File: src/hprd_pkg.sv
// ----------------------------------------------------------------------------
// hprd_pkg
// Types, constants and register codes shared by the heartbeat peak-rate
// detector and its channel interfaces.
// ----------------------------------------------------------------------------
package hprd_pkg;

   localparam int SAMPLE_BITS   = 14;
   localparam int TICK_BITS     = 32;
   localparam int BEAT_BITS     = 16;
   localparam int RATE_BITS     = 32;
   localparam int INTERVAL_BITS = 16;
   localparam int CSR_IDX_BITS  = 8;
   localparam int CSR_DATA_BITS = 16;

   // rate in hundredths of a bpm is this constant over the interval in ms
   localparam int unsigned CENTI_BPM_NUM = 6000000;
   localparam int NUM_BITS   = $clog2(CENTI_BPM_NUM + 1);
   localparam int STEP_BITS  = $clog2(NUM_BITS + 1);

   typedef logic [SAMPLE_BITS-1:0]   sample_type;
   typedef logic [TICK_BITS-1:0]     tick_type;
   typedef logic [BEAT_BITS-1:0]     beat_type;
   typedef logic [RATE_BITS-1:0]     rate_type;
   typedef logic [INTERVAL_BITS-1:0] interval_type;
   typedef logic [CSR_IDX_BITS-1:0]  csr_idx_type;
   typedef logic [CSR_DATA_BITS-1:0] csr_data_type;
   typedef logic [NUM_BITS-1:0]      quot_type;
   typedef logic [STEP_BITS-1:0]     step_type;

   localparam csr_idx_type CSR_THRESHOLD    = csr_idx_type'(0);
   localparam csr_idx_type CSR_MIN_INTERVAL = csr_idx_type'(1);

   localparam sample_type   THRESHOLD_RESET    = sample_type'(9830);
   localparam interval_type MIN_INTERVAL_RESET = interval_type'(200);

   localparam quot_type DIV_NUMERATOR = quot_type'(CENTI_BPM_NUM);

   typedef enum logic [1:0] {
      ST_IDLE,
      ST_DIVIDE,
      ST_DELIVER
   } state_type;

   // divider handshake between sequencer and divider unit
   typedef struct packed {
      logic     start;
      tick_type divisor;
   } div_req_type;

   typedef struct packed {
      logic     done;
      quot_type quotient;
   } div_rsp_type;

endpackage

File: src/hprd_req_if.sv
// ----------------------------------------------------------------------------
// hprd_req_if
// Sample channel: one sensor sample word per millisecond tick.
// ----------------------------------------------------------------------------
interface hprd_req_if import hprd_pkg::*; ();
   logic       valid;
   logic       ready;
   sample_type sample;

   modport source (output valid, output sample, input ready);
   modport sink   (input valid, input sample, output ready);
endinterface

File: src/hprd_rsp_if.sv
// ----------------------------------------------------------------------------
// hprd_rsp_if
// Beat report channel: time, running count and rate of each detected beat.
// ----------------------------------------------------------------------------
interface hprd_rsp_if import hprd_pkg::*; ();
   logic     valid;
   logic     ready;
   tick_type beat_time;
   beat_type beat_number;
   rate_type rate_centi_bpm;

   modport source (output valid, output beat_time, output beat_number,
                   output rate_centi_bpm, input ready);
   modport sink   (input valid, input beat_time, input beat_number,
                   input rate_centi_bpm, output ready);
endinterface

File: src/hprd_csr_if.sv
// ----------------------------------------------------------------------------
// hprd_csr_if
// Register write channel: register index and write data.
// ----------------------------------------------------------------------------
interface hprd_csr_if import hprd_pkg::*; ();
   logic         valid;
   logic         ready;
   csr_idx_type  index;
   csr_data_type data;

   modport source (output valid, output index, output data, input ready);
   modport sink   (input valid, input index, input data, output ready);
endinterface

File: src/hprd_div.sv
// ----------------------------------------------------------------------------
// hprd_div
// Restoring divider, one quotient bit per cycle: fixed rate numerator over a
// 32-bit tick interval.
// ----------------------------------------------------------------------------
module hprd_div import hprd_pkg::*; (
   input  logic        clock,
   input  logic        reset,
   input  div_req_type div_req,
   output div_rsp_type div_rsp
);

   logic     busy_ff, busy_in;
   logic     done_ff, done_in;
   step_type step_ff, step_in;
   tick_type rem_ff, rem_in;
   tick_type divisor_ff, divisor_in;
   quot_type num_ff, num_in;
   quot_type quo_ff, quo_in;

   logic [TICK_BITS:0] trial;
   logic               fits;

   assign trial = {rem_ff, num_ff[NUM_BITS-1]};
   assign fits  = (trial >= {1'b0, divisor_ff});

   always_comb begin
      busy_in    = busy_ff;
      done_in    = 1'b0;
      step_in    = step_ff;
      rem_in     = rem_ff;
      divisor_in = divisor_ff;
      num_in     = num_ff;
      quo_in     = quo_ff;
      if (div_req.start) begin
         busy_in    = 1'b1;
         step_in    = step_type'(NUM_BITS);
         rem_in     = '0;
         divisor_in = div_req.divisor;
         num_in     = DIV_NUMERATOR;
         quo_in     = '0;
      end else if (busy_ff) begin
         // remainder stays below the divisor, so it fits the low bits
         if (fits) begin
            rem_in = TICK_BITS'(trial - {1'b0, divisor_ff});
         end else begin
            rem_in = trial[TICK_BITS-1:0];
         end
         num_in  = {num_ff[NUM_BITS-2:0], 1'b0};
         quo_in  = {quo_ff[NUM_BITS-2:0], fits};
         step_in = step_ff - step_type'(1);
         if (step_ff == step_type'(1)) begin
            busy_in = 1'b0;
            done_in = 1'b1;
         end
      end
   end

   always_ff @(posedge clock) begin
      if (reset) begin
         busy_ff <= 1'b0;
         done_ff <= 1'b0;
         step_ff <= '0;
      end else begin
         busy_ff <= busy_in;
         done_ff <= done_in;
         step_ff <= step_in;
      end
      rem_ff     <= rem_in;
      divisor_ff <= divisor_in;
      num_ff     <= num_in;
      quo_ff     <= quo_in;
   end

   assign div_rsp.done     = done_ff;
   assign div_rsp.quotient = quo_ff;

endmodule

File: src/heartbeat_peak_rate_detector.sv
// ----------------------------------------------------------------------------
// heartbeat_peak_rate_detector
// Local-maximum beat detector over a sample stream with interval-based rate.
// ----------------------------------------------------------------------------
// Usage:
//   req_ch carries one sample word per millisecond tick. Each accepted word
//   advances a 32-bit tick counter and judges the middle of the last three
//   samples. csr_ch writes threshold (index 0) and min_interval_ms (index 1);
//   it is always ready, other indexes are dropped. Write only while idle.
//   rsp_ch carries one word per detected beat: tick time, beat count and
//   rate in hundredths of a bpm.
// Timing:
//   a sample that gives no beat leaves the block idle; the next sample is taken in
//   the following cycle. A beat runs the divider, one quotient bit per cycle
//   over 23 bits, then the deliver step loads the beat word into the output
//   register; req_ch is not ready meanwhile.
//   The report sits in an output register; a new sample is accepted while it
//   waits. If the receiver still stalls when the next beat is ready, the
//   block holds in the deliver step and accepts no sample until it drains.
// Reset:
//   synchronous; registers return to threshold 9830, min interval 200,
//   armed, counters and sample history zero, no report pending.
// ----------------------------------------------------------------------------
module heartbeat_peak_rate_detector import hprd_pkg::*; (
   input  logic        clock,
   input  logic        reset,
   hprd_req_if.sink    req_ch,
   hprd_rsp_if.source  rsp_ch,
   hprd_csr_if.sink    csr_ch
);

   state_type state_ff, state_in;

   sample_type   threshold_ff;
   interval_type min_interval_ff;
   sample_type   middle_ff, oldest_ff;
   logic         armed_ff, armed_in;
   tick_type     tick_ff;
   tick_type     last_beat_ff, last_beat_in;
   beat_type     beats_ff, beats_in;

   tick_type     pend_time_ff;
   beat_type     pend_number_ff;

   logic         rsp_valid_ff, rsp_valid_in;
   tick_type     rsp_time_ff;
   beat_type     rsp_number_ff;
   rate_type     rsp_rate_ff;

   div_req_type  div_req;
   div_rsp_type  div_rsp;

   logic         accept;
   logic         load_rsp;
   logic         is_peak;
   logic         beat;
   tick_type     tick_next;
   tick_type     interval;

   hprd_div u_div (
      .clock   (clock),
      .reset   (reset),
      .div_req (div_req),
      .div_rsp (div_rsp)
   );

   assign csr_ch.ready = 1'b1;

   always_ff @(posedge clock) begin
      if (reset) begin
         threshold_ff    <= THRESHOLD_RESET;
         min_interval_ff <= MIN_INTERVAL_RESET;
      end else if (csr_ch.valid) begin
         unique case (csr_ch.index)
            CSR_THRESHOLD:    threshold_ff    <= csr_ch.data[SAMPLE_BITS-1:0];
            CSR_MIN_INTERVAL: min_interval_ff <= csr_ch.data[INTERVAL_BITS-1:0];
            default: ;
         endcase
      end
   end

   // detection on the middle sample of the three most recent
   assign tick_next = tick_ff + tick_type'(1);
   assign interval  = tick_next - last_beat_ff;
   assign is_peak   = (middle_ff > threshold_ff) && (middle_ff >= req_ch.sample)
                      && (middle_ff >= oldest_ff);
   assign beat      = armed_ff && is_peak
                      && (interval > TICK_BITS'(min_interval_ff));

   always_comb begin
      state_in        = state_ff;
      req_ch.ready    = 1'b0;
      div_req.start   = 1'b0;
      div_req.divisor = interval;
      load_rsp        = 1'b0;
      unique case (state_ff)
         ST_IDLE: begin
            req_ch.ready = 1'b1;
            if (req_ch.valid && beat) begin
               div_req.start = 1'b1;
               state_in      = ST_DIVIDE;
            end
         end
         ST_DIVIDE: begin
            if (div_rsp.done) begin
               state_in = ST_DELIVER;
            end
         end
         ST_DELIVER: begin
            if (!rsp_valid_ff || rsp_ch.ready) begin
               load_rsp = 1'b1;
               state_in = ST_IDLE;
            end
         end
         default: state_in = ST_IDLE;
      endcase
   end

   assign accept = req_ch.valid && req_ch.ready;

   always_comb begin
      armed_in     = armed_ff;
      last_beat_in = last_beat_ff;
      beats_in     = beats_ff;
      if (accept) begin
         if (beat) begin
            armed_in     = 1'b0;
            last_beat_in = tick_next;
            beats_in     = beats_ff + beat_type'(1);
         end else if (!armed_ff && (middle_ff < threshold_ff)) begin
            armed_in = 1'b1;
         end
      end
   end

   always_comb begin
      rsp_valid_in = rsp_valid_ff;
      if (load_rsp) begin
         rsp_valid_in = 1'b1;
      end else if (rsp_ch.ready) begin
         rsp_valid_in = 1'b0;
      end
   end

   always_ff @(posedge clock) begin
      if (reset) begin
         state_ff     <= ST_IDLE;
         middle_ff    <= '0;
         oldest_ff    <= '0;
         armed_ff     <= 1'b1;
         tick_ff      <= '0;
         last_beat_ff <= '0;
         beats_ff     <= '0;
         rsp_valid_ff <= 1'b0;
      end else begin
         state_ff     <= state_in;
         armed_ff     <= armed_in;
         last_beat_ff <= last_beat_in;
         beats_ff     <= beats_in;
         rsp_valid_ff <= rsp_valid_in;
         if (accept) begin
            tick_ff   <= tick_next;
            oldest_ff <= middle_ff;
            middle_ff <= req_ch.sample;
         end
      end
   end

   always_ff @(posedge clock) begin
      if (accept && beat) begin
         pend_time_ff   <= tick_next;
         pend_number_ff <= beats_ff + beat_type'(1);
      end
      if (load_rsp) begin
         rsp_time_ff   <= pend_time_ff;
         rsp_number_ff <= pend_number_ff;
         rsp_rate_ff   <= RATE_BITS'(div_rsp.quotient);
      end
   end

   assign rsp_ch.valid          = rsp_valid_ff;
   assign rsp_ch.beat_time      = rsp_time_ff;
   assign rsp_ch.beat_number    = rsp_number_ff;
   assign rsp_ch.rate_centi_bpm = rsp_rate_ff;

endmodule

File: src/flat_wrapper.sv
// flat-port wrapper written by rule: the top's interface ports become plain ports
module heartbeat_peak_rate_detector_flat import hprd_pkg::*;
  (clock, reset, req_ch_valid, req_ch_sample, req_ch_ready, rsp_ch_valid, rsp_ch_beat_time, rsp_ch_beat_number, rsp_ch_rate_centi_bpm, rsp_ch_ready, csr_ch_valid, csr_ch_index, csr_ch_data, csr_ch_ready);
  hprd_req_if req_ch_i ();
  hprd_rsp_if rsp_ch_i ();
  hprd_csr_if csr_ch_i ();
  input  logic clock;
  input  logic reset;
  input wire logic [$bits(req_ch_i.valid)-1:0] req_ch_valid;
  input wire logic [$bits(req_ch_i.sample)-1:0] req_ch_sample;
  output wire logic [$bits(req_ch_i.ready)-1:0] req_ch_ready;
  output wire logic [$bits(rsp_ch_i.valid)-1:0] rsp_ch_valid;
  output wire logic [$bits(rsp_ch_i.beat_time)-1:0] rsp_ch_beat_time;
  output wire logic [$bits(rsp_ch_i.beat_number)-1:0] rsp_ch_beat_number;
  output wire logic [$bits(rsp_ch_i.rate_centi_bpm)-1:0] rsp_ch_rate_centi_bpm;
  input wire logic [$bits(rsp_ch_i.ready)-1:0] rsp_ch_ready;
  input wire logic [$bits(csr_ch_i.valid)-1:0] csr_ch_valid;
  input wire logic [$bits(csr_ch_i.index)-1:0] csr_ch_index;
  input wire logic [$bits(csr_ch_i.data)-1:0] csr_ch_data;
  output wire logic [$bits(csr_ch_i.ready)-1:0] csr_ch_ready;
  assign req_ch_i.valid = req_ch_valid;
  assign req_ch_i.sample = req_ch_sample;
  assign req_ch_ready = req_ch_i.ready;
  assign rsp_ch_valid = rsp_ch_i.valid;
  assign rsp_ch_beat_time = rsp_ch_i.beat_time;
  assign rsp_ch_beat_number = rsp_ch_i.beat_number;
  assign rsp_ch_rate_centi_bpm = rsp_ch_i.rate_centi_bpm;
  assign rsp_ch_i.ready = rsp_ch_ready;
  assign csr_ch_i.valid = csr_ch_valid;
  assign csr_ch_i.index = csr_ch_index;
  assign csr_ch_i.data = csr_ch_data;
  assign csr_ch_ready = csr_ch_i.ready;
  heartbeat_peak_rate_detector u_core (.clock(clock), .reset(reset), .req_ch(req_ch_i), .rsp_ch(rsp_ch_i), .csr_ch(csr_ch_i));
endmodule
File: config.mk
export PLATFORM = sky130hd
export DESIGN_NAME = heartbeat_peak_rate_detector_flat
export DESIGN_NICKNAME = d
export VERILOG_FILES = /design/src/hprd_pkg.sv /design/src/hprd_req_if.sv /design/src/hprd_rsp_if.sv /design/src/hprd_csr_if.sv /design/src/hprd_div.sv /design/src/heartbeat_peak_rate_detector.sv /design/src/flat_wrapper.sv
export SDC_FILE = /design/constraint.sdc
export NUM_CORES = 1
export LEC_CHECK = 0
export BUFFER_PORTS_ARGS = -buffer_cell sky130_fd_sc_hd__buf_2
export CAP_MARGIN = 20
export CORE_MARGIN = 2
export CORE_UTILIZATION = 25
export DETAILED_ROUTE_END_ITERATION = 16
export HOLD_SLACK_MARGIN = 0.05
export PLACE_DENSITY = 0.39
export SLEW_MARGIN = 20
export SYNTH_ARGS = -nofsm -noshare
export SYNTH_HDL_FRONTEND = slang
export SYNTH_SLANG_ARGS = --single-unit
File: constraint.sdc
create_clock -name clock -period 10.9 [get_ports clock]
set_input_delay 2.725 -clock clock [delete_from_list [all_inputs] [get_ports clock]]
set_output_delay 2.725 -clock clock [all_outputs]
set_load 0.005 [all_outputs]
==> impl_metrics.tcl <==
set metrics [dict create \
    status "finished, final reports clean" \
    hp-class "reg2reg" \
    ys_ff_latch 371 \
    synth_top_family_by_area "compound AO/OA/AOI/OAI gates" \
    ys_warn_count 0 \
    fin_nets 2305 \
    holdBufCountCts 0 \
    synth_area_mm2 0.0197 \
    rows 103 \
    power.density_mw_per_mm2 155 \
    avgSynthCellArea_um2 9.58 \
    swShare 0.279 \
    place_hpwl_um 37200 \
    antenna_found_initial 2 \
    drc 0 \
    synthArstFlopShare 0 \
    crit_type "reg2reg" \
    seq_power_share 0.427 \
    comb_power_share 0.143 \
    worst_pin_slew_ps 1050 \
    grt_overflow 0 \
    synthSimpleGateAreaFrac 0.154 \
    multi_input_area_mm2 0.00982 \
    grt_use_total 0.129 \
    peakVddDrop_mv 0.102 \
    regArea_mm2 0.00894 \
    die_h_um 285 \
    cts-buffers-inserted 45 \
    synthFlopType "dfxtp_1" \
    finalCriticalPeriod_ps 7000 \
    nFillCells 8368 \
    relSlewSlack 0.295 \
    min_path_cells 0 \
    worstPathCellList "ha_1 -> nand3_1 -> nor2_1 -> and4_1 -> nand4_1 -> nor3_1 -> and3_1 -> xor2_1 -> ha_1 -> a21oi_1 -> o21ai_0 -> nand2_1 -> a21oi_1 -> a211oi_1 -> xor2_4 -> buf_4 -> inv_2 -> o31ai_4 -> inv_4 -> buf_4" \
    synth_cell_types 84 \
    antenna_left 0 \
    p_int_w 0.00256 \
    cellLeakagePower_nw 8.88 \
    fin_skew_ps 22.3 \
    slowest_delay_ps 790 \
    yosysTopAreaCell "edfxtp_1" \
    rsz0062_at_grt "no" \
    p_switching_w 0.000992 \
    drtPass1Iterations 5 \
    crit_path_start_kind "flip-flop" \
    crit_path_end_kind "flip-flop" \
    drt-total-wl_um 52700 \
    cts.sinks 371 \
    reg2reg_depth 20 \
    yosysTopAreaCellShare 0.230 \
    fin_ws_ps 3900 \
    post_cts_buffers 0 \
    power_frac_clock 0.430 \
    synth_adder_area_share 0.0813 \
    core_mm2 0.0786 \
    htree_levels 2 \
    finalSetupViolations 0 \
    synth.area.mux_share 0.0384 \
    post-place-ws_ps 3480 \
    synth_area_leaders "edfxtp_1 (23%), dfxtp_1 (22%), ha_1 (7.9%), nor2_1 (4.0%), mux2i_1 (3.5%)" \
    crit_arrival_ps 7220 \
    syn_to_final_growth_pct 15.8 \
    drt-wirelength-per-cell_um 16.4 \
    floorplan.initialDensity 0.251 \
    gp_congestion 0.824 \
    clkTransAtPathRegs_ps 60 \
    hold_ws_ps 418 \
    grt_pass1_vias 15100 \
    grt_start_max_net_pins 88 \
    die-area_mm2 0.0812 \
    cpMaxStageDelayCell "buf_4" \
    synth-compound-area-share 0.167 \
    drtIter0Drc 812 \
    crit_fanout 61 \
    finalCritPeriodShare 0.642 \
    slew_viol_final 0 \
    clock_latency_ps 600 \
    fin_tns_setup_ps 0 \
    cts_tree "done" \
    synth_cells 2061 \
    dr_total_vias 15000 \
    die_x_um 285 \
    hold_viol 0 \
    post_cts_resized 0 \
    drive_above_1_share 0.120 \
    io_pins 126 \
    seq_area_frac_synth 0.453 \
    cap_viol_max_count 0 \
    drt-vias-per-instance 4.64 \
    worst_ep_required_time_ps 11120 \
    cts_buffer_depth 3 \
    fmax_mhz 143 \
    n_antenna_cell 0 \
    grt_pass1_wl_um 84900 \
    io_buffers 115 \
    synth_edf_count 151 \
    cts-root-buf "clkbuf_16" \
    synth_xor_area_frac 0.0524 \
]
-- power by group through the flow --
stage	clock, W	sequential (W)	combinational (W)
after floorplan	0	0.00153	0.000388
after global placement	0	0.00155	0.000507
after detailed placement	0	0.00155	0.000511
after CTS	0.00160	0.00152	0.000515
after global routing	0.00165	0.00152	0.000575
final	0.00153	0.00152	0.000507
-- worst paths after layout --
check / startpoint / to / slack (ps)
worst max register to register: u_core.tick_ff[0] / u_core.pend_number_ff[1] / 3900
worst max-delay path: u_core.tick_ff[0] / u_core.pend_number_ff[1] / 3900
worst min-delay path: u_core.pend_number_ff[15] / u_core.rsp_ch.beat_number[15] / 420
worst min register to register: u_core.pend_number_ff[15] / u_core.rsp_ch.beat_number[15] / 420
-- cell families (layout without fill, tap and decap cells) --
kind of cell,count (synthesis),in the layout
xor gates and xnor gates,118,118
adders and majority gates,127,127
buffers and inverters,264,366
muxes,75,75
other,2,10
DFF,371,371
AOI/OAI and AO/OA,474,474
and+or+nand+nor,630,630
-- through the flow --
stage	std cells	instance area (um^2)	util	power [W]
final	3221	22900	0.291	0.00355
after global routing	3221	22900	0.291	0.00374
after CTS	3221	22900	0.291	0.00363
after detailed placement	3138	21300	0.272	0.00206
after global placement	3138	21300	0.272	0.00205
after floorplan	2069	19800	-	0.00192
-- layer usage --
metal | global-route usage | share of wire
met5 | 0 | 0
met4 | 0.0368 | 0.024
met3 | 0.0212 | 0.031
met2 | 0.215 | 0.46
met1 | 0.173 | 0.48
-- Yosys cell counts, types with 5 or more instances --
cell      number
nand4_1       23
xnor2_1       52
o211a_1        7
o21a_1        17
buf_4         12
dfxtp_1      220
nand2b_1      33
mux2_2         5
nor3_1        37
xor2_1        66
a21o_1        31
o311ai_0       6
buf_2         13
and3_1        30
o21bai_1       7
nor2b_1       19
a21oi_1      129
nor2_1       210
o211ai_1      19
nor4_1         6
and2_1        12
buf_1          8
mux2i_1       69
a211oi_1      55
inv_1        150
clkbuf_1      78
a211o_1       16
or3_1         13
a311oi_1      35
edfxtp_1     151
nor3b_1        6
a211oi_2      16
nand2_1      163
ha_1         125
or4b_2         5
nand3_1       40
a31oi_1       18
and4_1         6
o21ai_0       66
o31ai_1        6
-- final cells by class --
class	instances	area share
Clock buffer	51	0.0511
Multi-Input combinational cell	1434	0.430
Clock inverter	32	0.0151
Tap cell	1050	0.0575
Inverter	152	0.0251
Sequential cell	371	0.391
Timing Repair Buffer	131	0.0305
-- critical path, delay by kind of cell (launching register included) --
family | cells | cell delay (ps)
simple gates | 7 | 1980
buf+inv | 4 | 1890
compound gates | 5 | 1230
fa+ha+maj | 2 | 650
flops | 1 | 430
xor+xnor | 2 | 400
-- flip-flops by register name (all words and copies together) (netlist names), 23 cells and up --
register	count
u_core.rsp_ch.beat_time	32
u_core.tick_ff	32
u_core.u_div.quo_ff	23
u_core.last_beat_ff	32
u_core.u_div.divisor_ff	32
u_core.rsp_ch.rate_centi_bpm	23
u_core.u_div.rem_ff	32
u_core.pend_time_ff	32
-- cell usage in the layout, fill, tap and decap left out, drive strengths merged, types with 33 or more instances in the layout --
| master | instances |
|---|---|
| dfxtp | 220 |
| nor2 | 210 |
| nand2 | 163 |
| inv | 159 |
| edfxtp | 151 |
| a21oi | 131 |
| buf | 131 |
| ha | 125 |
| a211oi | 71 |
| mux2i | 69 |
| o21ai | 66 |
| xor2 | 66 |
| xnor2 | 52 |
| clkbuf | 51 |
| nand3 | 41 |
| nor3 | 41 |
| a311oi | 35 |
| nand2b | 33 |
No activity file was read; power rests on OpenSTA's default activity.
